## config.mk

```make
export PLATFORM = sky130hd
export DESIGN_NAME = timed_fade_entry_table
export DESIGN_NICKNAME = d
export VERILOG_FILES = /design/src/hw/rtl/tfe_pkg.sv /design/src/hw/rtl/tfe_front.sv /design/src/hw/rtl/tfe_engine.sv /design/src/hw/rtl/timed_fade_entry_table.sv
export SDC_FILE = /design/constraint.sdc
export NUM_CORES = 2
export LEC_CHECK = 0
export BUFFER_PORTS_ARGS = -buffer_cell sky130_fd_sc_hd__buf_2
export CAP_MARGIN = 20
export CORE_ASPECT_RATIO = 0.5
export CORE_MARGIN = 3
export CORE_UTILIZATION = 55
export CTS_CLUSTER_SIZE = 25
export DETAILED_ROUTE_END_ITERATION = 10
export GPL_TIMING_DRIVEN = 0
export PLACE_DENSITY_LB_ADDON = 0.3
export RECOVER_POWER = 25
export SETUP_SLACK_MARGIN = 0.1
export SYNTH_ARGS = -nofsm -noshare
export SYNTH_HDL_FRONTEND = slang
export SYNTH_SLANG_ARGS = --single-unit
```

## constraint.sdc

```tcl
create_clock -name i_clk -period 10.7 [get_ports i_clk]
set_input_delay 0 -clock i_clk [delete_from_list [all_inputs] [get_ports i_clk]]
set_output_delay 0 -clock i_clk [all_outputs]
set_load 0.03 [all_outputs]
```

## src/hw/rtl/tfe_pkg.sv

```systemverilog
// Shared types and constants for the timed fade entry table.
// No dependencies.
`default_nettype none
package tfe_pkg;

    typedef enum logic [1:0] {
        OP_ADD   = 2'd0,
        OP_TICK  = 2'd1,
        OP_STRIP = 2'd2,
        OP_NONE  = 2'd3
    } t_op;

    localparam logic [1:0] ST_ADDED   = 2'd0;
    localparam logic [1:0] ST_EVICTED = 2'd1;
    localparam logic [1:0] ST_DROPPED = 2'd2;
    localparam logic [1:0] ST_LIVE    = 2'd3;

    localparam logic [31:0] BUMP_CEILING = 32'(1000 * 60 * 60 * 24);
    localparam logic [15:0] FULL_LEVEL   = 16'hFFFF;
    localparam logic [5:0]  MAX_RESET    = 6'd32;

    typedef struct packed {
        t_op         op;
        logic [31:0] now_ms;
        logic [31:0] fade_start_ms;
        logic [31:0] end_ms;
        logic [15:0] item_key;
    } t_cmd;

    typedef struct packed {
        logic [15:0] key;
        logic [31:0] fade_start;
        logic [31:0] end_ms;
    } t_entry;

endpackage
`default_nettype wire

```

## src/hw/rtl/tfe_front.sv

```systemverilog
// Input side: accepts items, decodes the operation and queues commands.
// Depends on tfe_pkg.
`default_nettype none
module tfe_front
    import tfe_pkg::*;
(
    input  wire logic         i_clk,
    input  wire logic         i_rst_n,
    input  wire logic         i_valid,
    output logic              o_ready,
    input  wire logic [1:0]   i_op,
    input  wire logic [111:0] i_data,
    output logic              o_cmd_valid,
    output t_cmd              o_cmd,
    input  wire logic         i_cmd_pop
);

    t_cmd       r_q [2];
    logic       r_wp;
    logic       r_rp;
    logic [1:0] r_cnt;
    logic       push;
    logic       pop;
    t_cmd       cmd;

    always_comb begin
        cmd.op            = t_op'(i_op);
        cmd.now_ms        = i_data[31:0];
        cmd.fade_start_ms = i_data[63:32];
        cmd.end_ms        = i_data[95:64];
        cmd.item_key      = i_data[111:96];
    end

    assign o_ready     = (r_cnt != 2'd2);
    // drop unused operation codes here
    assign push        = i_valid && o_ready && (t_op'(i_op) != OP_NONE);
    assign o_cmd_valid = (r_cnt != 2'd0);
    assign pop         = i_cmd_pop && o_cmd_valid;
    assign o_cmd       = r_q[r_rp];

    always_ff @(posedge i_clk) begin
        if (push) begin
            r_q[r_wp] <= cmd;
        end
    end

    always_ff @(posedge i_clk) begin
        if (!i_rst_n) begin
            r_wp  <= 1'b0;
            r_rp  <= 1'b0;
            r_cnt <= 2'd0;
        end else begin
            if (push) begin
                r_wp <= ~r_wp;
            end
            if (pop) begin
                r_rp <= ~r_rp;
            end
            r_cnt <= r_cnt + 2'(push) - 2'(pop);
        end
    end

endmodule
`default_nettype wire

```

## src/hw/rtl/tfe_engine.sv

```systemverilog
// Back side: entry memory, eviction scan, compaction, fade divider, result register.
// Depends on tfe_pkg.
`default_nettype none
module tfe_engine
    import tfe_pkg::*;
#(
    parameter int CAPACITY   = 32,
    parameter int LOOK_LIMIT = 32
) (
    input  wire logic        i_clk,
    input  wire logic        i_rst_n,
    input  wire logic        i_cfg_wr_en,
    input  wire logic [5:0]  i_cfg_wr_data,
    input  wire logic        i_cmd_valid,
    input  wire t_cmd        i_cmd,
    output logic             o_cmd_pop,
    output logic             o_valid,
    input  wire logic        i_ready,
    output logic [15:0]      o_key,
    output logic [15:0]      o_level,
    output logic [1:0]       o_status,
    output logic             o_last
);

    localparam int CW = $clog2(CAPACITY + 1);
    localparam int IW = (CAPACITY > 1) ? $clog2(CAPACITY) : 1;

    typedef enum logic [3:0] {
        S_IDLE, S_EV_RD, S_EV_EVAL, S_SH_RD, S_SH_WR, S_ADD_WR, S_RES,
        S_SC_RD, S_SC_EVAL, S_DIV, S_SC_PUSH, S_FLUSH
    } t_state;

    t_entry        mem [CAPACITY];
    t_entry        r_rd;
    t_state        r_state;
    t_cmd          r_cmd;
    logic [5:0]    r_max;
    logic [CW-1:0] r_cnt;
    logic [CW-1:0] r_i;
    logic [CW-1:0] r_w;
    logic [CW-1:0] r_pick;
    logic [31:0]   r_best;
    logic          r_found;
    logic          r_evict;
    logic [47:0]   r_num;
    logic [31:0]   r_den;
    logic [31:0]   r_rem;
    logic [15:0]   r_q;
    logic [5:0]    r_bits;
    logic [15:0]   r_lvl;
    logic          r_hp;
    logic [15:0]   r_pkey;
    logic [15:0]   r_plvl;
    logic [1:0]    r_pst;
    logic          r_ov;

    logic          mem_we;
    logic [IW-1:0] mem_wa;
    t_entry        mem_wd;
    logic          mem_re;
    logic [IW-1:0] mem_ra;
    logic [CW-1:0] i_nxt;
    logic          out_free;
    logic          out_load;
    logic [32:0]   div_t;
    logic [32:0]   div_s;
    logic [31:0]   remain;

    assign i_nxt    = r_i + 1'b1;
    assign out_free = !r_ov || i_ready;
    assign out_load = out_free && ((r_state == S_RES) || (r_state == S_FLUSH) ||
                                   (r_state == S_SC_PUSH && r_hp));
    assign div_t    = {r_rem, r_num[47]};
    assign div_s    = div_t - {1'b0, r_den};
    assign remain   = r_rd.end_ms - r_cmd.now_ms;
    assign o_valid  = r_ov;
    assign o_cmd_pop = (r_state == S_IDLE) && i_cmd_valid;

    always_comb begin
        mem_we = 1'b0;
        mem_wa = r_w[IW-1:0];
        mem_wd = r_rd;
        mem_re = 1'b0;
        mem_ra = r_i[IW-1:0];
        unique case (r_state)
            S_EV_RD:   mem_re = 1'b1;
            S_SC_RD:   mem_re = 1'b1;
            S_SH_RD: begin
                mem_re = 1'b1;
                mem_ra = i_nxt[IW-1:0];
            end
            S_SH_WR: begin
                mem_we = 1'b1;
                mem_wa = r_i[IW-1:0];
            end
            S_ADD_WR: begin
                mem_we = (32'(r_cnt) < 32'(CAPACITY));
                mem_wa = r_cnt[IW-1:0];
                mem_wd = '{key: r_cmd.item_key, fade_start: r_cmd.fade_start_ms,
                           end_ms: r_cmd.end_ms};
            end
            S_SC_EVAL: begin
                if (r_cmd.op == OP_STRIP) begin
                    mem_we = (r_rd.key != r_cmd.item_key);
                end else begin
                    mem_we = (r_cmd.now_ms < r_rd.end_ms);
                end
            end
            default: ;
        endcase
    end

    always_ff @(posedge i_clk) begin
        if (mem_we) begin
            mem[mem_wa] <= mem_wd;
        end
        if (mem_re) begin
            r_rd <= mem[mem_ra];
        end
    end

    always_ff @(posedge i_clk) begin
        if (!i_rst_n) begin
            r_state <= S_IDLE;
            r_max   <= MAX_RESET;
            r_cnt   <= '0;
            r_ov    <= 1'b0;
            r_hp    <= 1'b0;
        end else begin
            if (i_cfg_wr_en) begin
                r_max <= i_cfg_wr_data;
            end
            if (out_load) begin
                r_ov <= 1'b1;
            end else if (i_ready) begin
                r_ov <= 1'b0;
            end
            unique case (r_state)
                S_IDLE: begin
                    if (i_cmd_valid) begin
                        r_cmd   <= i_cmd;
                        r_i     <= '0;
                        r_w     <= '0;
                        r_hp    <= 1'b0;
                        r_evict <= 1'b0;
                        r_found <= 1'b0;
                        r_best  <= BUMP_CEILING;
                        if (i_cmd.op == OP_ADD) begin
                            if (r_max == 6'd0) begin
                                r_pkey  <= i_cmd.item_key;
                                r_plvl  <= 16'd0;
                                r_pst   <= ST_DROPPED;
                                r_state <= S_RES;
                            end else if (8'(r_cnt) >= 8'(r_max)) begin
                                r_state <= S_EV_RD;
                            end else begin
                                r_state <= S_ADD_WR;
                            end
                        end else begin
                            r_state <= S_SC_RD;
                        end
                    end
                end
                S_EV_RD: begin
                    if (r_i < r_cnt && 32'(r_i) < 32'(LOOK_LIMIT)) begin
                        r_state <= S_EV_EVAL;
                    end else if (r_found && r_best != 32'd0) begin
                        r_i     <= r_pick;
                        r_state <= S_SH_RD;
                    end else begin
                        r_state <= S_ADD_WR;
                    end
                end
                S_EV_EVAL: begin
                    if (r_rd.end_ms < r_best) begin
                        r_best  <= r_rd.end_ms;
                        r_pick  <= r_i;
                        r_found <= 1'b1;
                    end
                    r_i     <= i_nxt;
                    r_state <= S_EV_RD;
                end
                S_SH_RD: begin
                    if (i_nxt < r_cnt) begin
                        r_state <= S_SH_WR;
                    end else begin
                        r_cnt   <= r_cnt - 1'b1;
                        r_evict <= 1'b1;
                        r_state <= S_ADD_WR;
                    end
                end
                S_SH_WR: begin
                    r_i     <= i_nxt;
                    r_state <= S_SH_RD;
                end
                S_ADD_WR: begin
                    r_pkey <= r_cmd.item_key;
                    if (32'(r_cnt) >= 32'(CAPACITY)) begin
                        r_plvl <= 16'd0;
                        r_pst  <= ST_DROPPED;
                    end else begin
                        r_cnt  <= r_cnt + 1'b1;
                        r_plvl <= FULL_LEVEL;
                        r_pst  <= r_evict ? ST_EVICTED : ST_ADDED;
                    end
                    r_state <= S_RES;
                end
                S_RES: begin
                    if (out_free) begin
                        o_key    <= r_pkey;
                        o_level  <= r_plvl;
                        o_status <= r_pst;
                        o_last   <= 1'b1;
                        r_state  <= S_IDLE;
                    end
                end
                S_SC_RD: begin
                    if (r_i < r_cnt) begin
                        r_state <= S_SC_EVAL;
                    end else begin
                        r_cnt   <= r_w;
                        r_state <= (r_hp && r_cmd.op == OP_TICK) ? S_FLUSH : S_IDLE;
                    end
                end
                S_SC_EVAL: begin
                    r_i <= i_nxt;
                    if (mem_we) begin
                        r_w <= r_w + 1'b1;
                    end
                    if (r_cmd.op == OP_TICK && mem_we) begin
                        if (r_cmd.now_ms < r_rd.fade_start) begin
                            r_lvl   <= FULL_LEVEL;
                            r_state <= S_SC_PUSH;
                        end else begin
                            r_num   <= {remain, 16'd0} - {16'd0, remain};
                            r_rem   <= 32'd0;
                            r_den   <= r_rd.end_ms - r_rd.fade_start;
                            r_bits  <= 6'd0;
                            r_state <= S_DIV;
                        end
                    end else begin
                        r_state <= S_SC_RD;
                    end
                end
                S_DIV: begin
                    r_num <= {r_num[46:0], 1'b0};
                    if (!div_s[32]) begin
                        r_rem <= div_s[31:0];
                    end else begin
                        r_rem <= div_t[31:0];
                    end
                    r_q <= {r_q[14:0], !div_s[32]};
                    r_bits <= r_bits + 1'b1;
                    if (r_bits == 6'd47) begin
                        r_lvl   <= {r_q[14:0], !div_s[32]};
                        r_state <= S_SC_PUSH;
                    end
                end
                S_SC_PUSH: begin
                    if (!r_hp || out_free) begin
                        if (r_hp) begin
                            o_key    <= r_pkey;
                            o_level  <= r_plvl;
                            o_status <= ST_LIVE;
                            o_last   <= 1'b0;
                        end
                        r_hp    <= 1'b1;
                        r_pkey  <= r_rd.key;
                        r_plvl  <= r_lvl;
                        r_state <= S_SC_RD;
                    end
                end
                S_FLUSH: begin
                    if (out_free) begin
                        o_key    <= r_pkey;
                        o_level  <= r_plvl;
                        o_status <= ST_LIVE;
                        o_last   <= 1'b1;
                        r_state  <= S_IDLE;
                    end
                end
                default: r_state <= S_IDLE;
            endcase
        end
    end

endmodule
`default_nettype wire

```

## src/hw/rtl/timed_fade_entry_table.sv

```systemverilog
// Channel   Dir  tdata fields (low bit up)                       tuser / tlast
// s_axis    in   now_ms, fade_start_ms, end_ms, item_key (112b)  tuser: operation
// m_axis    out  out_key, fade_level (32b)                       tuser: status, tlast: last
// cfg       in   max_entries (6b), written when i_cfg_wr_en is high
//
// One item at a time in the table engine; a two-deep queue keeps input flowing.
// Add: scans up to LOOK_LIMIT entries for the eviction pick, then shifts entries down on eviction.
// Tick: reads each entry, runs each fading survivor through a 48-step bit-serial
// divider and a push, and pushes each other survivor directly.
// Strip: reads each entry once. Synchronous active-low reset; output stalls hold the engine.
// Depends on tfe_pkg, tfe_front, tfe_engine.
`default_nettype none
module timed_fade_entry_table
    import tfe_pkg::*;
#(
    parameter int CAPACITY   = 32,
    parameter int LOOK_LIMIT = 32
) (
    input  wire logic         i_clk,
    input  wire logic         i_rst_n,
    input  wire logic         i_cfg_wr_en,
    input  wire logic [5:0]   i_cfg_wr_data,
    input  wire logic         i_s_axis_tvalid,
    output logic              o_s_axis_tready,
    input  wire logic [111:0] i_s_axis_tdata,  // now_ms, fade_start_ms, end_ms, item_key
    input  wire logic [1:0]   i_s_axis_tuser,  // operation
    output logic              o_m_axis_tvalid,
    input  wire logic         i_m_axis_tready,
    output logic [31:0]       o_m_axis_tdata,  // out_key, fade_level
    output logic [1:0]        o_m_axis_tuser,  // status
    output logic              o_m_axis_tlast
);

    logic cmd_valid;
    logic cmd_pop;
    t_cmd cmd;

    tfe_front u_front (
        .i_clk       (i_clk),
        .i_rst_n     (i_rst_n),
        .i_valid     (i_s_axis_tvalid),
        .o_ready     (o_s_axis_tready),
        .i_op        (i_s_axis_tuser),
        .i_data      (i_s_axis_tdata),
        .o_cmd_valid (cmd_valid),
        .o_cmd       (cmd),
        .i_cmd_pop   (cmd_pop)
    );

    tfe_engine #(
        .CAPACITY   (CAPACITY),
        .LOOK_LIMIT (LOOK_LIMIT)
    ) u_engine (
        .i_clk         (i_clk),
        .i_rst_n       (i_rst_n),
        .i_cfg_wr_en   (i_cfg_wr_en),
        .i_cfg_wr_data (i_cfg_wr_data),
        .i_cmd_valid   (cmd_valid),
        .i_cmd         (cmd),
        .o_cmd_pop     (cmd_pop),
        .o_valid       (o_m_axis_tvalid),
        .i_ready       (i_m_axis_tready),
        .o_key         (o_m_axis_tdata[15:0]),
        .o_level       (o_m_axis_tdata[31:16]),
        .o_status      (o_m_axis_tuser),
        .o_last        (o_m_axis_tlast)
    );

endmodule
`default_nettype wire

```

* Word-level counts from Yosys, hierarchy flattened
Memory sizes are Yosys's and may differ from the RTL's. A register that Yosys moved wholly into a read port is not among the register bits. Index checks and enable logic that the tools add are counted.
Word-level totals: bits in registers 406, RAM bits 2788, input port bits 125, output and inout port bits 37, word-level logic and storage cells 244, memories 2
Memory list:
- u_engine.mem | depth 32, width 80, rd ports 1, clocked after Yosys merged registers in 1, wr ports 1, RTL line tfe_engine.sv:33 | t_entry mem [CAPACITY];
- u_front.r_q | depth 2, width 114, rd ports 1, clocked after Yosys merged registers in 1, wr ports 1, RTL line tfe_front.sv:18 | t_cmd r_q [2];
Operators by class: add/sub/neg operators 11, $lt $le $gt $ge 9, equality and inequality tests 36, multiplexer cells 97, bitwise logic cells 3, reductions and logical operators 54
Operators by type and width (count):
- $mux 16 | 18
- $mux 32 | 5
- $pmux 32 s2 | 2
- $lt 32x32->1 | 3
- $mux 48 | 2
- $pmux 16 s2 | 3
- $pmux 16 s3 | 2
- $pmux 48 s2 | 1
- $mux 80 | 1
- $sub 32x32->32 | 2
- $mux 6 | 9
- $sub 48x32->48 | 1
- $pmux 4 s11 | 1
- $mux 4 | 10
- $pmux 6 s3 | 2
- $sub 33x32->33 | 1
- $reduce_bool 32->1 | 1
- $reduce_and 4->1 | 7
- $add 6x1->6 const B | 4
- $pmux 6 s2 | 2
- $ne 2x1->1 const B | 11
- $ne 2x2->1 const B | 10
- $reduce_and 5->1 | 4
- $mux 1 | 19
- 37 further kinds | 89

* Depth between registers and ports, before layout
depth in word-level cells 6, gate-level depth with buffers 26, gate-level depth less buffers 26

* By module
Synthesis repeated with hierarchy kept, for this count alone.
Unflattened totals: cell total of the unflattened synthesis 7146, area, all modules 133449.2 um2
By module, submodules not included:
- tfe_engine | times used 1, cells each 6765, area an instance 124737.1 um2, seq. area each 91167.4 um2
- tfe_front | times used 1, cells each 381, area an instance 8712.1 um2, seq. area each 6946.7 um2

* Least setup slack after synthesis
Ideal clock, no wire load.
kind reg2reg, from register u_engine.r_state[1], to register u_engine.r_cmd[0] (netlist bit) (enable), library setup time 726 ps, arrival 8791 ps, required time 9974 ps, path slack 1183 ps, stages on the path, launching flop included 5, path buffers 1, clock period less this slack 9517 ps, cell sequence dfxtp_1 -> nor2_1 -> clkbuf_1 -> nand2_1 -> nor3_1
Between the ends: word-level cells in the longest chain between the ends 2
Ends and longest elaborated chain:
- from (decl) | RTL line tfe_engine.sv:35 | t_state r_state;
- from (signal assigned) | RTL line tfe_engine.sv:222 | r_state <= (r_hp && r_cmd.op == OP_TICK) ? S_FLUSH : S_IDLE;
- $logic_not 4->1 | RTL line tfe_engine.sv:138 | unique case (r_state)
- $reduce_and 3->1 (no source line)
- to (signal assigned) | RTL line tfe_engine.sv:141 | r_cmd <= i_cmd;
- to (decl) | RTL line tfe_engine.sv:36 | t_cmd r_cmd;
No other way between the ends. A chain may end at the register's enable or synchronous reset.

* Worst setup path in the final report
from register u_engine.r_state[0], to memory u_engine.mem[18][42] (netlist bit) (enable)
Between the ends: word-level cells in the longest chain between the ends 4, elaborated cells between the ends (all ways) 7, classes of those cells eq/ne (3); mux (4)
Ends and longest elaborated chain:
- $eq 4x4->1 or $eq 4x3->1 (tied branches) | RTL line tfe_engine.sv:85 | unique case (r_state)
- $pmux 1 s3 | RTL line tfe_engine.sv:85
- $mux 1 | RTL line tfe_engine.sv:114 | if (mem_we) begin
- $mux 1 (not written as such) | RTL line tfe_engine.sv:115 | mem[mem_wa] <= mem_wd;
- to (decl) | RTL line tfe_engine.sv:33
Parallel ways exist; a longest one is shown, timed or not.

==> qor.csv <==
stage,metric,value,unit
power_and_ir_drop,powerDensity,285,nW/µm²
die,start_util,0.555,
grt,grt.busiest_layer,met2,
synthesis,synth_top_area_share,0.732,
synthesis,syn_nets,8031,
critical_path,worst_setup_path_end_kind,register,
critical_path,crit_path_frequent_cell,clkbuf_1,
cells_and_area,drive_above_1_share,0.177,
critical_path,arrival,8.20,ns
die,core,240000,µm²
synthesis,yosysTopAreaCell,edfxtp_1,
clock_tree,cts_resized,0,
critical_path,slowest_stage,clkbuf_1,
synthesis,synthTopCellsByArea,"edfxtp_1 (73%), mux4_2 (11%), nand2_1 (3.1%)",
critical_path,crit_fanout,20,
die,dieArea,249000,µm²
synthesis,ys_warn_count,0,
grt,grt_pass1_vias,74651,
critical_path,crit_type,register to register,
timing,fin_crit_sh,0.715,
synthesis,synthCells,7703,
critical_path,critPathLaunch,u_engine.r_state[0],
clock_tree,clock_latency,0.87,ns
detailed_routing,wirelength,370000,µm
grt,met3_usage,0.0910,
grt,grt_use_total,0.292,
detailed_routing,vias_per_cell,6.34,
clock_tree,cts.sink_count,3275,
timing,finClkSkew,0.0606,ns
die,fp.dieW,703,µm
cells_and_area,area_growth,15.9,%
run_status,status,"finished, violations left",
synthesis,synth_edf_count,3252,
cells_and_area,num-fill-cells,15828,
placed_design,routabilityCongestion,0.943,
grt,grt_pass1_wl,523000,µm
grt,antenna_found_initial,26,
detailed_routing,drc_errors,0,
grt,use_met2,0.440,
timing,min_period,7.65,ns
synthesis,syn_area,133000,µm²
grt,grt_max_degree,56,
run_status,violations,"capacitance limit, slew limit",
critical_path,crit_chain,"clkbuf_1, nand2_1, clkinv_1, clkbuf_1, clkbuf_1, buf_8, ha_1, nor2_1, o41ai_2, o21ai_0, nand2b_1, or2_2, clkbuf_1, nor2_4, buf_12, buf_16",
synthesis,synth.avg_cell_area,17.3,µm²
timing,rsz0062_at_grt,false,
synthesis,synthFlopType,edfxtp_1,
placed_design,placedCellCount,11289,
synthesis,synth_common_cells,"edfxtp_1 (3,252), nand2_1 (1,098), mux4_2 (640)",
synthesis,synth_most_common_cell,edfxtp_1,
clock_tree,htreeDepth,5,
cells_and_area,fin_cells,12108,
placed_design,io_buffer_count,160,
clock_tree,clkSlewWorstSetupHoldPaths,0.07,ns
detailed_routing,vias,76750,
die,die_h,354,µm
detailed_routing,drt_iter0_drc,11052,
critical_path,start_kind,register,
power_and_ir_drop,power.total,44100,µW
clock_tree,post_cts_buffers,0,
power_and_ir_drop,p_leak,0.0519,µW
die,pin_count,162,
placed_design,hpwl,247000,µm
hold_path,hold_start,i_s_axis_tdata[102],
hold_path,hp-class,primary input to register,
timing,setup_viol,0,
clock_tree,cts_tree,yes,
synthesis,ys_async_sr_fraction,0,
clock_tree,cts_buffers,291,
timing,hold_viol,0,
grt,grt_overflow,0,
critical_path,r2r-start,u_engine.r_state[0],
flow_run,drv_cap,20,
grt,globalRouteMet1Util,0.405,
detailed_routing,first_pass_iters,6,
die,num_rows,127,
synthesis,ys_seq_elements,3275,
timing,drv_slew,410,
timing,worstMarginPinSlew,3.69,ns
detailed_routing,wl_per_cell,30.5,µm
synthesis,yosysSeqAreaShare,0.735,
power_and_ir_drop,vdd_drop_max,0.205,mV
critical_path,slowest_delay,1.13,ns
clock_tree,root_buffer,clkbuf_16,
synthesis,synth_cell_types,94,
cells_and_area,nets,8980,
critical_path,worstPathRequired,11.26,ns
timing,fmax,131,MHz
detailed_routing,ant_nets,0,
clock_tree,clk_path_buf_depth,4,
timing,slew_headroom,-1.46,
-- cell type report --
cell class,instances,area [µm²],area share
multi-input combinational,3882,33600,0.217
clock inverter,148,1300,0.00838
tap,3225,4040,0.0261
timing repair buffer,656,7620,0.0492
sequential,3275,98100,0.634
inverter,188,706,0.00456
clock buffer,357,7840,0.0507
antenna,19,47.5,0.000307
buffer,358,1420,0.00915
-- critical path, delay by kind of cell, from the launching register on --
kind | cells | cell delay (ns)
and+or+nand+nor | 5 | 2.13
DFF | 1 | 0.42
buffers and inverters | 8 | 4.03
adders and majority gates | 1 | 0.17
AOI/OAI and AO/OA | 2 | 0.49
-- state kept, by name, indices dropped and copies added (netlist names), 15 cells and up, named ones only --
| register | cells |
|---|---|
| u_engine.r_den | 32 |
| u_engine.r_plvl | 16 |
| u_engine.r_cmd | 114 |
| u_engine.r_num | 48 |
| u_engine.r_pkey | 16 |
| u_engine.r_rd | 80 |
| u_engine.r_lvl | 16 |
| u_engine.r_rem | 32 |
| u_engine.o_level | 16 |
| u_front.r_q | 228 |
| u_engine.o_key | 16 |
| u_engine.mem | 2560 |
| u_engine.r_q | 15 |
| u_engine.r_best | 32 |
-- through the flow --
step	hold WS, ns	util	instance area [µm²]	TNS, ns	setup WS (ns)
after CTS	0.00552	0.642	154000	0	3.49
after global placement	0.188	0.575	138000	-7423.77	-5.31
after global routing	0.0589	0.643	155000	0	2.95
final	0.0661	0.643	155000	0	3.05
after detailed placement	0.191	0.594	143000	0	3.53
after floorplan	0.0989	-	133000	0	1.18
-- repair_timing --
item,CTS,global route
endpoints found under the setup margin,0,0
hold endpoints to repair,293,0
hold buffers,246,0
-- power by group --
part	internal [µW]	leakage, µW	switching [µW]
clock network	5750	0.00446	4670
logic	5990	0.0179	10500
registers	16600	0.0296	525
-- metal layers --
| metal | up-vias | share of wire |
|---|---|---|
| met3 | 784 | 0.14 |
| met4 | 2 | 0.045 |
| li1 | 31989 | - |
| met5 | - | 0.000057 |
| met2 | 5137 | 0.45 |
| met1 | 38838 | 0.36 |
-- cell usage in the layout, fill, tap and decap left out, types with 23 or more instances in the layout --
master / synthesis / final
edfxtp_1: 3252 / 3252
nand2_1: 1098 / 1098
mux4_2: 640 / 640
nand3_1: 452 / 452
clkbuf_1: 283 / 416
clkbuf_16: 0 / 305
dlygate4sd3_1: 0 / 246
nor2_1: 248 / 215
ha_1: 199 / 199
inv_1: 184 / 184
o21ai_0: 204 / 182
a21oi_1: 174 / 174
buf_2: 42 / 152
buf_12: 0 / 103
xnor2_1: 102 / 99
a21o_1: 74 / 75
mux2_2: 115 / 67
clkinv_1: 3 / 65
xor2_1: 61 / 60
nand2b_1: 59 / 59
buf_16: 0 / 56
mux2_1: 0 / 48
nor3_1: 39 / 39
clkinv_2: 0 / 39
buf_8: 0 / 39
nor2b_1: 37 / 36
nor2_4: 0 / 33
buf_1: 33 / 32
nand4_1: 28 / 28
and3_1: 24 / 23
and2_1: 34 / 23
o21ai_2: 3 / 23
dfxtp_1: 23 / 23
-- kinds of logic after synthesis --
kind of cell             share of synthesized area
flip-flops                                   0.735
AND/OR/NAND/NOR                             0.0692
multiplexers                                 0.119
AO/OA/AOI/OAI                               0.0302
buffers and inverters                       0.0158
adder cells (fa/ha/maj)                     0.0195
XOR/XNOR                                    0.0110
-- path summary, 6_finish.rpt --
path	slack, ns	cells past startpoint	to
worst max-delay path	3.05	16	u_engine.mem[18][42]
worst max register to register	3.05	16	u_engine.mem[18][42]
worst min register to register	0.41	0	u_engine.o_key[10]
worst min-delay path	0.07	2	u_front.r_q[1][6]
Power figures use the tool's default switching activity.
